`src/sv/i2crts_pkg.sv`:
```
// Types and codes of the I2C register transfer sequencer.
`timescale 1ns / 1ps
`default_nettype none
package i2crts_pkg;

	typedef enum logic [2:0] {
		OP_BEGIN      = 3'd0,
		OP_START_SENT = 3'd1,
		OP_ADDR_SENT  = 3'd2,
		OP_TX_EMPTY   = 3'd3,
		OP_RX_BYTE    = 3'd4,
		OP_BUS_ERROR  = 3'd5
	} opcode_t;

	typedef enum logic [2:0] {
		ACT_NONE    = 3'd0,
		ACT_ADDR    = 3'd1,
		ACT_CLRADDR = 3'd2,
		ACT_TX      = 3'd3,
		ACT_RESTART = 3'd4,
		ACT_RX      = 3'd5,
		ACT_STOP    = 3'd6
	} action_t;

	typedef enum logic [1:0] {
		PH_IDLE  = 2'd0,
		PH_WRITE = 2'd1,
		PH_READ  = 2'd2
	} phase_t;

	typedef struct packed {
		logic [2:0] opcode;
		logic       is_read;
		logic [6:0] slave_address;
		logic [7:0] register_address;
		logic       register_bytes;
		logic [7:0] data_bytes;
		logic [7:0] tx_byte;
		logic [7:0] rx_byte;
	} item_t;

	typedef struct packed {
		action_t    action;
		logic [7:0] out_byte;
		logic       ack_enable;
		logic       send_stop;
		logic       tx_taken;
		logic       rx_valid;
		logic [7:0] rx_data;
		logic       status;
		logic       finished;
	} result_t;

	// reg_left runs -1..1; -1 in a read marks the data phase
	typedef struct packed {
		phase_t            phase;
		logic              read_mode;
		logic [6:0]        target_address;
		logic [7:0]        reg_byte;
		logic signed [1:0] reg_left;
		logic [7:0]        data_left;
		logic              ack_level;
		logic              success_flag;
	} seq_state_t;

endpackage
`default_nettype wire

```
`src/sv/i2c_register_transfer_sequencer_core.sv`:
```
// Top level of the I2C register transfer sequencer.
`timescale 1ns / 1ps
`default_nettype none
// Decides the next byte-engine action for each bus event item. One item is
// taken per cycle. The item waits in an input register; the decision and the
// transfer state update happen in the cycle it moves into the result register,
// from which the result is taken. The result register parts the two channels,
// so a new item is accepted while a result waits, and a stall on the result
// side holds the input side only once both registers are full.
module i2c_register_transfer_sequencer_core (
	input  logic       clk,
	input  logic       arst_n,
	input  logic       in_valid,
	output logic       in_stall,
	input  logic [2:0] opcode,
	input  logic       is_read,
	input  logic [6:0] slave_address,
	input  logic [7:0] register_address,
	input  logic       register_bytes,
	input  logic [7:0] data_bytes,
	input  logic [7:0] tx_byte,
	input  logic [7:0] rx_byte,
	output logic       out_valid,
	input  logic       out_stall,
	output logic [2:0] action,
	output logic [7:0] out_byte,
	output logic       ack_enable,
	output logic       send_stop,
	output logic       tx_taken,
	output logic       rx_valid,
	output logic [7:0] rx_data,
	output logic       status,
	output logic       finished
);
	import i2crts_pkg::*;

	item_t      item_s1;
	logic       valid_s1;
	result_t    res_q;
	logic       out_valid_q;
	seq_state_t st_q;
	seq_state_t st_next;
	result_t    res_next;
	logic       advance;
	logic       in_take;

	assign advance  = valid_s1 && (!out_valid_q || !out_stall);
	assign in_stall = valid_s1 && !advance;
	assign in_take  = in_valid && !in_stall;

	i2crts_decide u_decide (
		.st      (st_q),
		.item    (item_s1),
		.st_next (st_next),
		.res     (res_next)
	);

	always_ff @(posedge clk or negedge arst_n) begin
		if (!arst_n) begin
			valid_s1    <= 1'b0;
			out_valid_q <= 1'b0;
			st_q        <= '{phase: PH_IDLE, read_mode: 1'b0, target_address: 7'd0,
				reg_byte: 8'd0, reg_left: 2'sd0, data_left: 8'd0,
				ack_level: 1'b1, success_flag: 1'b0};
		end else begin
			if (in_take) begin
				valid_s1 <= 1'b1;
			end else if (advance) begin
				valid_s1 <= 1'b0;
			end
			if (advance) begin
				out_valid_q <= 1'b1;
				st_q        <= st_next;
			end else if (!out_stall) begin
				out_valid_q <= 1'b0;
			end
		end
	end

	// payload registers: no reset
	always_ff @(posedge clk) begin
		if (in_take) begin
			item_s1 <= '{opcode: opcode, is_read: is_read, slave_address: slave_address,
				register_address: register_address, register_bytes: register_bytes,
				data_bytes: data_bytes, tx_byte: tx_byte, rx_byte: rx_byte};
		end
		if (advance) begin
			res_q <= res_next;
		end
	end

	assign out_valid  = out_valid_q;
	assign action     = res_q.action;
	assign out_byte   = res_q.out_byte;
	assign ack_enable = res_q.ack_enable;
	assign send_stop  = res_q.send_stop;
	assign tx_taken   = res_q.tx_taken;
	assign rx_valid   = res_q.rx_valid;
	assign rx_data    = res_q.rx_data;
	assign status     = res_q.status;
	assign finished   = res_q.finished;

endmodule
`default_nettype wire

```
`src/sv/i2crts_decide.sv`:
```
// Next-action decision for one bus event: next state and result item.
`timescale 1ns / 1ps
`default_nettype none
module i2crts_decide (
	input  i2crts_pkg::seq_state_t st,
	input  i2crts_pkg::item_t      item,
	output i2crts_pkg::seq_state_t st_next,
	output i2crts_pkg::result_t    res
);
	import i2crts_pkg::*;

	logic [2:0] op;
	assign op = item.opcode;

	always_comb begin
		st_next        = st;
		res            = '0;
		res.action     = ACT_NONE;
		if (op == OP_BEGIN) begin
			st_next.read_mode      = item.is_read;
			st_next.target_address = item.slave_address;
			st_next.reg_byte       = item.register_address;
			st_next.reg_left       = {1'b0, item.register_bytes};
			st_next.data_left      = item.data_bytes;
			st_next.ack_level      = 1'b1;
			st_next.success_flag   = 1'b0;
			st_next.phase          = item.is_read ? PH_READ : PH_WRITE;
		end else if (st.phase != PH_IDLE && op == OP_BUS_ERROR) begin
			res.finished  = 1'b1;
			st_next.phase = PH_IDLE;
		end else begin
			unique case (st.phase)
				PH_WRITE: begin
					if (op == OP_START_SENT) begin
						res.action   = ACT_ADDR;
						res.out_byte = {st.target_address, 1'b0};
					end else if (op == OP_ADDR_SENT) begin
						res.action = ACT_CLRADDR;
					end else if (op == OP_TX_EMPTY) begin
						if (st.reg_left == 2'sd1) begin
							res.action       = ACT_TX;
							res.out_byte     = st.reg_byte;
							st_next.reg_left = st.reg_left - 2'sd1;
						end else if (st.data_left != 8'd0) begin
							res.action        = ACT_TX;
							res.out_byte      = item.tx_byte;
							res.tx_taken      = 1'b1;
							st_next.data_left = st.data_left - 8'd1;
							if (st.data_left == 8'd1) begin
								st_next.success_flag = 1'b1;
							end
						end else begin
							res.action    = ACT_STOP;
							res.send_stop = 1'b1;
							res.finished  = 1'b1;
							st_next.phase = PH_IDLE;
						end
					end
				end
				PH_READ: begin
					if (!st.reg_left[1]) begin
						// register phase: address with write bit, register byte, restart
						if (op == OP_START_SENT) begin
							res.action   = ACT_ADDR;
							res.out_byte = {st.target_address, 1'b0};
						end else if (op == OP_ADDR_SENT) begin
							res.action = ACT_CLRADDR;
						end else if (op == OP_TX_EMPTY) begin
							if (st.reg_left == 2'sd1) begin
								res.action   = ACT_TX;
								res.out_byte = st.reg_byte;
							end else begin
								res.action = ACT_RESTART;
							end
							st_next.reg_left = st.reg_left - 2'sd1;
						end
					end else begin
						if (op == OP_START_SENT) begin
							res.action   = ACT_ADDR;
							res.out_byte = {st.target_address, 1'b1};
						end else if (op == OP_ADDR_SENT) begin
							if (st.data_left == 8'd1 || st.data_left == 8'd2) begin
								st_next.ack_level = 1'b0;
							end
							res.action = ACT_CLRADDR;
						end else if (op == OP_RX_BYTE && st.data_left != 8'd0) begin
							if (st.data_left == 8'd3) begin
								st_next.ack_level = 1'b0;
							end
							res.action        = ACT_RX;
							res.rx_valid      = 1'b1;
							res.rx_data       = item.rx_byte;
							st_next.data_left = st.data_left - 8'd1;
							if (st.data_left == 8'd1) begin
								// last byte: stop, flag success, restore ack
								res.send_stop        = 1'b1;
								res.finished         = 1'b1;
								st_next.success_flag = 1'b1;
								st_next.ack_level    = 1'b1;
								st_next.phase        = PH_IDLE;
							end
						end
					end
				end
				default: begin
				end
			endcase
		end
		res.ack_enable = st_next.ack_level;
		res.status     = st_next.success_flag;
	end

endmodule
`default_nettype wire

```
`config.mk`:
```
export PLATFORM = sky130hd
export DESIGN_NAME = i2c_register_transfer_sequencer_core
export DESIGN_NICKNAME = d
export VERILOG_FILES = /design/src/sv/i2crts_pkg.sv /design/src/sv/i2c_register_transfer_sequencer_core.sv /design/src/sv/i2crts_decide.sv
export SDC_FILE = /design/constraint.sdc
export NUM_CORES = 1
export LEC_CHECK = 0
export ABC_AREA = 1
export BUFFER_PORTS_ARGS = -buffer_cell sky130_fd_sc_hd__buf_2
export CELL_PAD_IN_SITES_DETAIL_PLACEMENT = 1
export CELL_PAD_IN_SITES_GLOBAL_PLACEMENT = 2
export CORE_MARGIN = 5
export CORE_UTILIZATION = 38
export CTS_CLUSTER_DIAMETER = 150
export DETAILED_ROUTE_END_ITERATION = 8
export PLACE_DENSITY = 0.84
export RECOVER_POWER = 25
export SLEW_MARGIN = 20
export SYNTH_ARGS = -nofsm -noshare
export SYNTH_HDL_FRONTEND = slang
export SYNTH_HIERARCHICAL = 1
export SYNTH_SLANG_ARGS = --single-unit
```
`constraint.sdc`:
```
create_clock -name clk -period 4.1 [get_ports clk]
set_input_delay 0.82 -clock clk [delete_from_list [all_inputs] [get_ports clk]]
set_output_delay 0.82 -clock clk [all_outputs]
set_load 0.03 [all_outputs]
```
==> impl_results.md, run 1 <==
* Outcome: complete, but fails checks
* Failing checks: capacitance limit, slew limit
* Pwr Total at approximately 3.2 mW
* Diodes inserted at 0
* Maximum number of pins on one net before global-route repair at 35
* I/O pin count at 75
* HP Class: flop to flop
* Post-Syn Area at about 0.0048 mm²
* Setup ws final at approximately 1500 ps
* Post-CTS Resized at 0
* Clock buffer depth at 2
* Initial antenna violation count at 0
* Setup CP Type: input port to flop
* Clk_skew at 10.9 ps
* Share of layout cells above drive strength 1 at 18.9%
* FF-to-FF Start: out_valid
* Slowest CP cell: clkinv_1
* Slowest stage delay, CP at 580 ps
* P_leak at approximately 2.5 nW
* Core area at approximately 0.013 mm²
* Setup crit end kind: flop
* Layout area overhead at 16.7%
* RSZ-0062 raised after global routing: no
* Nets at between 600 and 700
* R2r endpoint: item_s1[6]
* CTS tree: done
* Hpwl dp at approximately 9 mm
* Die Ht at between 100 and 150 µm
* H-tree depth at 3
* Rows at 41
* Drt wl/cell at approximately 16 µm
* Syn Area/Cell at 9.19 µm²
* Mapped Cells at 526
* Die width at about 120 µm
* Die Footprint at roughly 0.015 mm²
* Detail Route Antenna Nets at 0
* VDD IR max at between 0.0002 and 0.00025 V
* Avg Vias per Cell at about 5.0
* Starting density of the core at about two fifths
* Port Buf Inserts at 74
* Yosys warning total at 6
* Clock slew at reported path FFs at ~60 ps
* Final Util at about 45%
* Fin. max-slew vios at 32
* Hold buffers post-CTS at 0
* Vias in the first global route at between 3000 and 4000
* Worst-path maximum fanout at 34
* Worst hold path endpoint: st_q[1]
* Worst hold stages at 2
* Clock sinks at 100
* Post-route clock period utilization at between 60% and 70%
* Final TNS setup at 0 ps
* Hold Startpoint: st_q[1]
* Clk root buf: clkbuf_16
* Max-Cap Viols at 1
* 1st-pass router iterations at 4
* Global route overflow at 0
* Period minus WS final at about 2600 ps
* CP arrival at approximately 2700 ps
* 1st-iter DRT viols at between 150 and 200
* GRT Total Usage at between 10% and 20%
* Gpl congestion at 0.839
* Fin. Hold Viols at 0
* CTS Buf Count at 9
* Final setup vio count at 0
* First-pass GRT wire length at between 20 and 25 mm
* Critical Path RT at roughly 4200 ps
* Via count at between 3000 and 4000
* # Post-CTS Setup Buffers at 0
* R2R Setup Slk at 1650 ps
* Worst-Skew Late Latency at 350 ps
* CP Cell Sequence: buf_2 > nand2_2 > o21bai_1 > clkinv_1 > buf_4
* Worst slew margin at -20.3%
* Worst Setup Start Kind: input port
* Setup slack after placement at around 1000 ps
* Residual DRC at 0
* Fmax at roughly 0.38 GHz
* Mapped Nets at between 500 and 600
* Reg2Reg Depth at 4
* Cell Pwr Density at between 500 and 600 mW/mm²
* Filler instances at about 1500
* Total Wirelength at ~13 mm
* Worst Tran Pin Value at between 1500 and 2000 ps
## worst max-delay path: cells and delay by family
family	cells	cell delay, ps
AOI/OAI and AO/OA	1	310
and+or+nand+nor	1	390
buffers and inverters	3	1150
## state kept, by name (all words and copies together), names as in the netlist
signal      cells
status          1
rx_data         8
ack_enable      1
finished        1
out_byte        8
item_s1        44
st_q           29
action          3
out_valid       1
rx_valid        1
valid_s1        1
send_stop       1
tx_taken        1
## layout by cell type (no fill, tap or decap), types with 2 or more instances in the layout
| master | count |
|---|---|
| nor2_1 | 29 |
| nand2_4 | 3 |
| dfrtp_1 | 30 |
| nand2_1 | 187 |
| nand3_1 | 49 |
| nor2_2 | 5 |
| buf_2 | 72 |
| a21oi_1 | 26 |
| o211ai_1 | 3 |
| nand3_2 | 2 |
| inv_2 | 4 |
| o21ai_0 | 28 |
| inv_1 | 36 |
| buf_4 | 3 |
| ha_1 | 9 |
| nor2_4 | 2 |
| bufinv_16 | 2 |
| edfxtp_1 | 69 |
| nor3_1 | 4 |
| nand4_1 | 3 |
| nand2_2 | 6 |
| a31oi_1 | 3 |
| clkbuf_1 | 5 |
| clkbuf_16 | 10 |
## routing by layer
layer	vias up	share of wire [%]	GRT usage [%]
met1	1883	47	23.4
met5	-	0	0
met4	0	2.1	8.40
met3	22	5.4	3.32
li1	1871	-	-
met2	102	46	27.4
## per-stage QoR
stage | cells | area [µm²] | hold WS (ps)
2_1_floorplan | 526 | 4830 | 442
3_5_place_dp | 754 | 5320 | 462
6_report | 769 | 5640 | 477
3_3_place_gp | 754 | 5320 | 452
5_1_grt | 769 | 5640 | 516
4_1_cts | 769 | 5640 | 479
## layout make-up
type                    count  area (µm²)  share of cell area (%)
repair buffers             77         390                    6.92
clock inverters             2        60.1                    1.07
well taps                 172         215                    3.82
clock buffers              13         262                    4.64
flip-flops and latches    100        2850                    50.5
multi-input cells         364        1710                    30.3
inverters                  41         154                    2.73
## report_power, final
group	leakage [nW]	switching (mW)	total, mW	internal (mW)
registers	1.07	0.130	1.36	1.23
logic	1.29	0.661	0.942	0.281
clock network	0.155	0.348	0.918	0.569
## worst max path at each step
stage | depth (start not counted) | to | slack [ps] | from
4_1_cts | 5 | item_s1[6] | 1420 | out_stall
2_1_floorplan | 3 | in_stall | 1800 | out_stall
3_3_place_gp | 5 | item_s1[4] | 1120 | out_stall
3_5_place_dp | 5 | item_s1[7] | 1050 | out_stall
5_1_grt | 5 | item_s1[6] | 1230 | out_stall
6_report | 5 | item_s1[6] | 1470 | out_stall
No activity file was read; power rests on OpenSTA's default activity.
==> run 2: changes to the inputs <==
--- a/config.mk
+++ b/config.mk
@@ -10,10 +10,10 @@
 export CELL_PAD_IN_SITES_DETAIL_PLACEMENT = 1
 export CELL_PAD_IN_SITES_GLOBAL_PLACEMENT = 2
 export CORE_MARGIN = 5
-export CORE_UTILIZATION = 38
+export CORE_UTILIZATION = 35
 export CTS_CLUSTER_DIAMETER = 150
 export DETAILED_ROUTE_END_ITERATION = 8
-export PLACE_DENSITY = 0.84
+export PLACE_DENSITY = 0.78
 export RECOVER_POWER = 25
 export SLEW_MARGIN = 20
 export SYNTH_ARGS = -nofsm -noshare
==> constraint.sdc (replaced) <==
create_clock -name clk -period 2.7 [get_ports clk]
set_input_delay 0.54 -clock clk [delete_from_list [all_inputs] [get_ports clk]]
set_output_delay 0.54 -clock clk [all_outputs]
set_load 0.03 [all_outputs]
==> run 2 against run 1 <==
The run still ends with capacitance limit, slew limit left. Cell count rose by 2.1%. Core utilization decreased by 3.7 points. Flip-flop and latch count is the same. Die area up 7.9%. Highest routed layer unchanged.
==> impl_results.md, run 2 (synthesis results as in run 1) <==
* CP arrival at 2500 ps
* Max-Cap Viols at 1
* Fin. max-slew vios at 32
* Port Buf Inserts at 74
* R2R Setup Slk at about 480 ps
* Avg Vias per Cell at between 4 and 5
* Commonest non-fill, non-tap cell in the layout: nand2_1
* I/O pin count at between 70 and 80
* Worst slew margin at -25.1%
* Total Wirelength at approximately 13 mm
* Post-CTS Resized at 0
* CTS tree: done
* Hold buffers post-CTS at 0
* Cell Pwr Density at approximately 840 mW/mm²
* H-tree depth at 3
* Worst Setup Start Kind: flop
* Most frequent cells in the layout: nand2_1, buf_2, edfxtp_1
* Via count at ~3900
* Multi-input logic area at 0.00171 mm²
* Clock buffer depth at 2
* Final TNS setup at 0 ps
* Worst-Skew Late Latency at approximately 350 ps
* Largest register FFs at 44
* Fin. Hold Viols at 0
* Final Util at between 40 and 50%
* P_leak at approximately 2.5 nW
* Setup crit end kind: flop
* CTS Buf Count at 9
* Crit-path most repeated cell: inv_1
* Clk root buf: clkbuf_16
* Critical Path RT at 2990 ps
* Rows at 43
* Largest registers: item_s1 x44, st_q x29
* Residual DRC at 0
* Initial antenna violation count at 0
* Final setup vio count at 0
* Post-route clock period utilization at between 80% and 90%
* Reg area at around 0.0028 mm²
* Slowest stage delay, CP at ~420 ps
* Reg2Reg Depth at 12
* VDD IR max at approximately 0.00031 V
* First-pass GRT wire length at 21.6 mm
* Drt wl/cell at between 15 and 20 µm
* Die Footprint at 0.0163 mm²
* Clock slew at reported path FFs at about 70 ps
* Worst Setup SP: st_q[29]
* Share of layout cells above drive strength 1 at slightly below 20%
* Nets at around 660
* Die Ht at approximately 130 µm
* Core area at 0.0137 mm²
* Period minus WS final at ~2200 ps
* HP Class: input port to flop
* Clk_skew at around 9.5 ps
* Worst Tran Pin Value at about 1900 ps
* 1st-pass router iterations at 4
* Setup ws final at just under 500 ps
* Setup CP Type: flop to flop
* Fmax at approximately 0.45 GHz
* Slowest CP cell: dfrtp_1
* Gpl congestion at around 0.87
* GRT Total Usage at about 17%
* # Post-CTS Setup Buffers at 0
* CP Cell Sequence: inv_1 > ha_1 > inv_1 > nor2_4 > nand2_2 > nand2_4 > nand3_2 > nand2_1 > inv_1 > a21oi_2 > nand3_1 > nand2_1
* Hpwl dp at 9.86 mm
* Die width at roughly 130 µm
* Filler instances at ~1600
* Setup slack after placement at 500 ps
* Detail Route Antenna Nets at 0
* Hold Startpoint: register_bytes
* Diodes inserted at 0
* Maximum number of pins on one net before global-route repair at 32
* CP Capture Point: st_q[8]
* Outcome: complete, but fails checks
* Worst-path maximum fanout at 10
* FF-to-FF Start: st_q[29]
* 1st-iter DRT viols at around 210
* RSZ-0062 raised after global routing: no
* Clock sinks at 100
* Vias in the first global route at between 4000 and 5000
* Largest reg by FF count: item_s1
* Global route overflow at 0
* Failing checks: capacitance limit, slew limit
* Starting density of the core at 35.2%
* Layout area overhead at 17.0%
* R2r endpoint: st_q[8]
==> run 2: changes by cell type in the layout (fill, tap and decap cells not counted) <==
cell / delta
buf_2: -1
clkbuf_16: -1
nand2_2: -1
bufinv_16: -2
inv_6: +1
clkinv_4: +1
inv_8: +1
buf_4: +7
clkinvlp_4: +2
nand2_1: +1
clkinv_1: +1
clkbuf_1: -1
==> run 2: metal layers <==
metal / GRT usage (%) / share of wire [%]
met5: 0 / 0
met4: 5.43 / 1.3
met3: 2.84 / 5.1
met2: 27.7 / 48
met1: 23.2 / 46
==> run 2: stage by stage <==
step	area (µm²)	cells	power, mW	hold WS, ps
2_1_floorplan	4830	526	3.10	244
4_1_cts	5660	785	4.79	288
5_1_grt	5650	785	5.05	347
3_5_place_dp	5380	769	3.55	466
6_report	5650	785	4.73	359
3_3_place_gp	5380	769	3.51	454
==> run 2: report_power, final <==
group	internal, mW	total (mW)	switching [mW]
Sequential	1.87	2.06	0.197
Clock	0.634	1.22	0.587
Combinational	0.448	1.45	0.998
Total	2.95	4.73	1.78
==> run 2: layout make-up <==
cell class                      count  share of cell area [%]
Sequential cell                   100                    50.4
Multi-Input combinational cell    364                    30.2
Timing Repair Buffer               84                    7.81
Clock buffer                       10                    4.05
Tap cell                          180                    3.98
Inverter                           41                    2.72
Clock inverter                      6                   0.841
==> run 2: worst min-delay path by stage <==
stage	slack [ps]	depth (start not counted)	to
2_1_floorplan	240	0	out_valid
3_3_place_gp	450	2	st_q[18]
3_5_place_dp	470	2	st_q[19]
4_1_cts	290	1	st_q[7]
5_1_grt	350	1	item_s1[35]
6_report	360	1	item_s1[24]
==> run 2: worst max-delay path: cells and delay by family, from the launching register on <==
kind / cells / cell delay, ps
and+or+nand+nor: 7 / 800
DFF: 1 / 420
adders and majority gates: 1 / 420
AOI/OAI and AO/OA: 1 / 110
buffers and inverters: 3 / 410
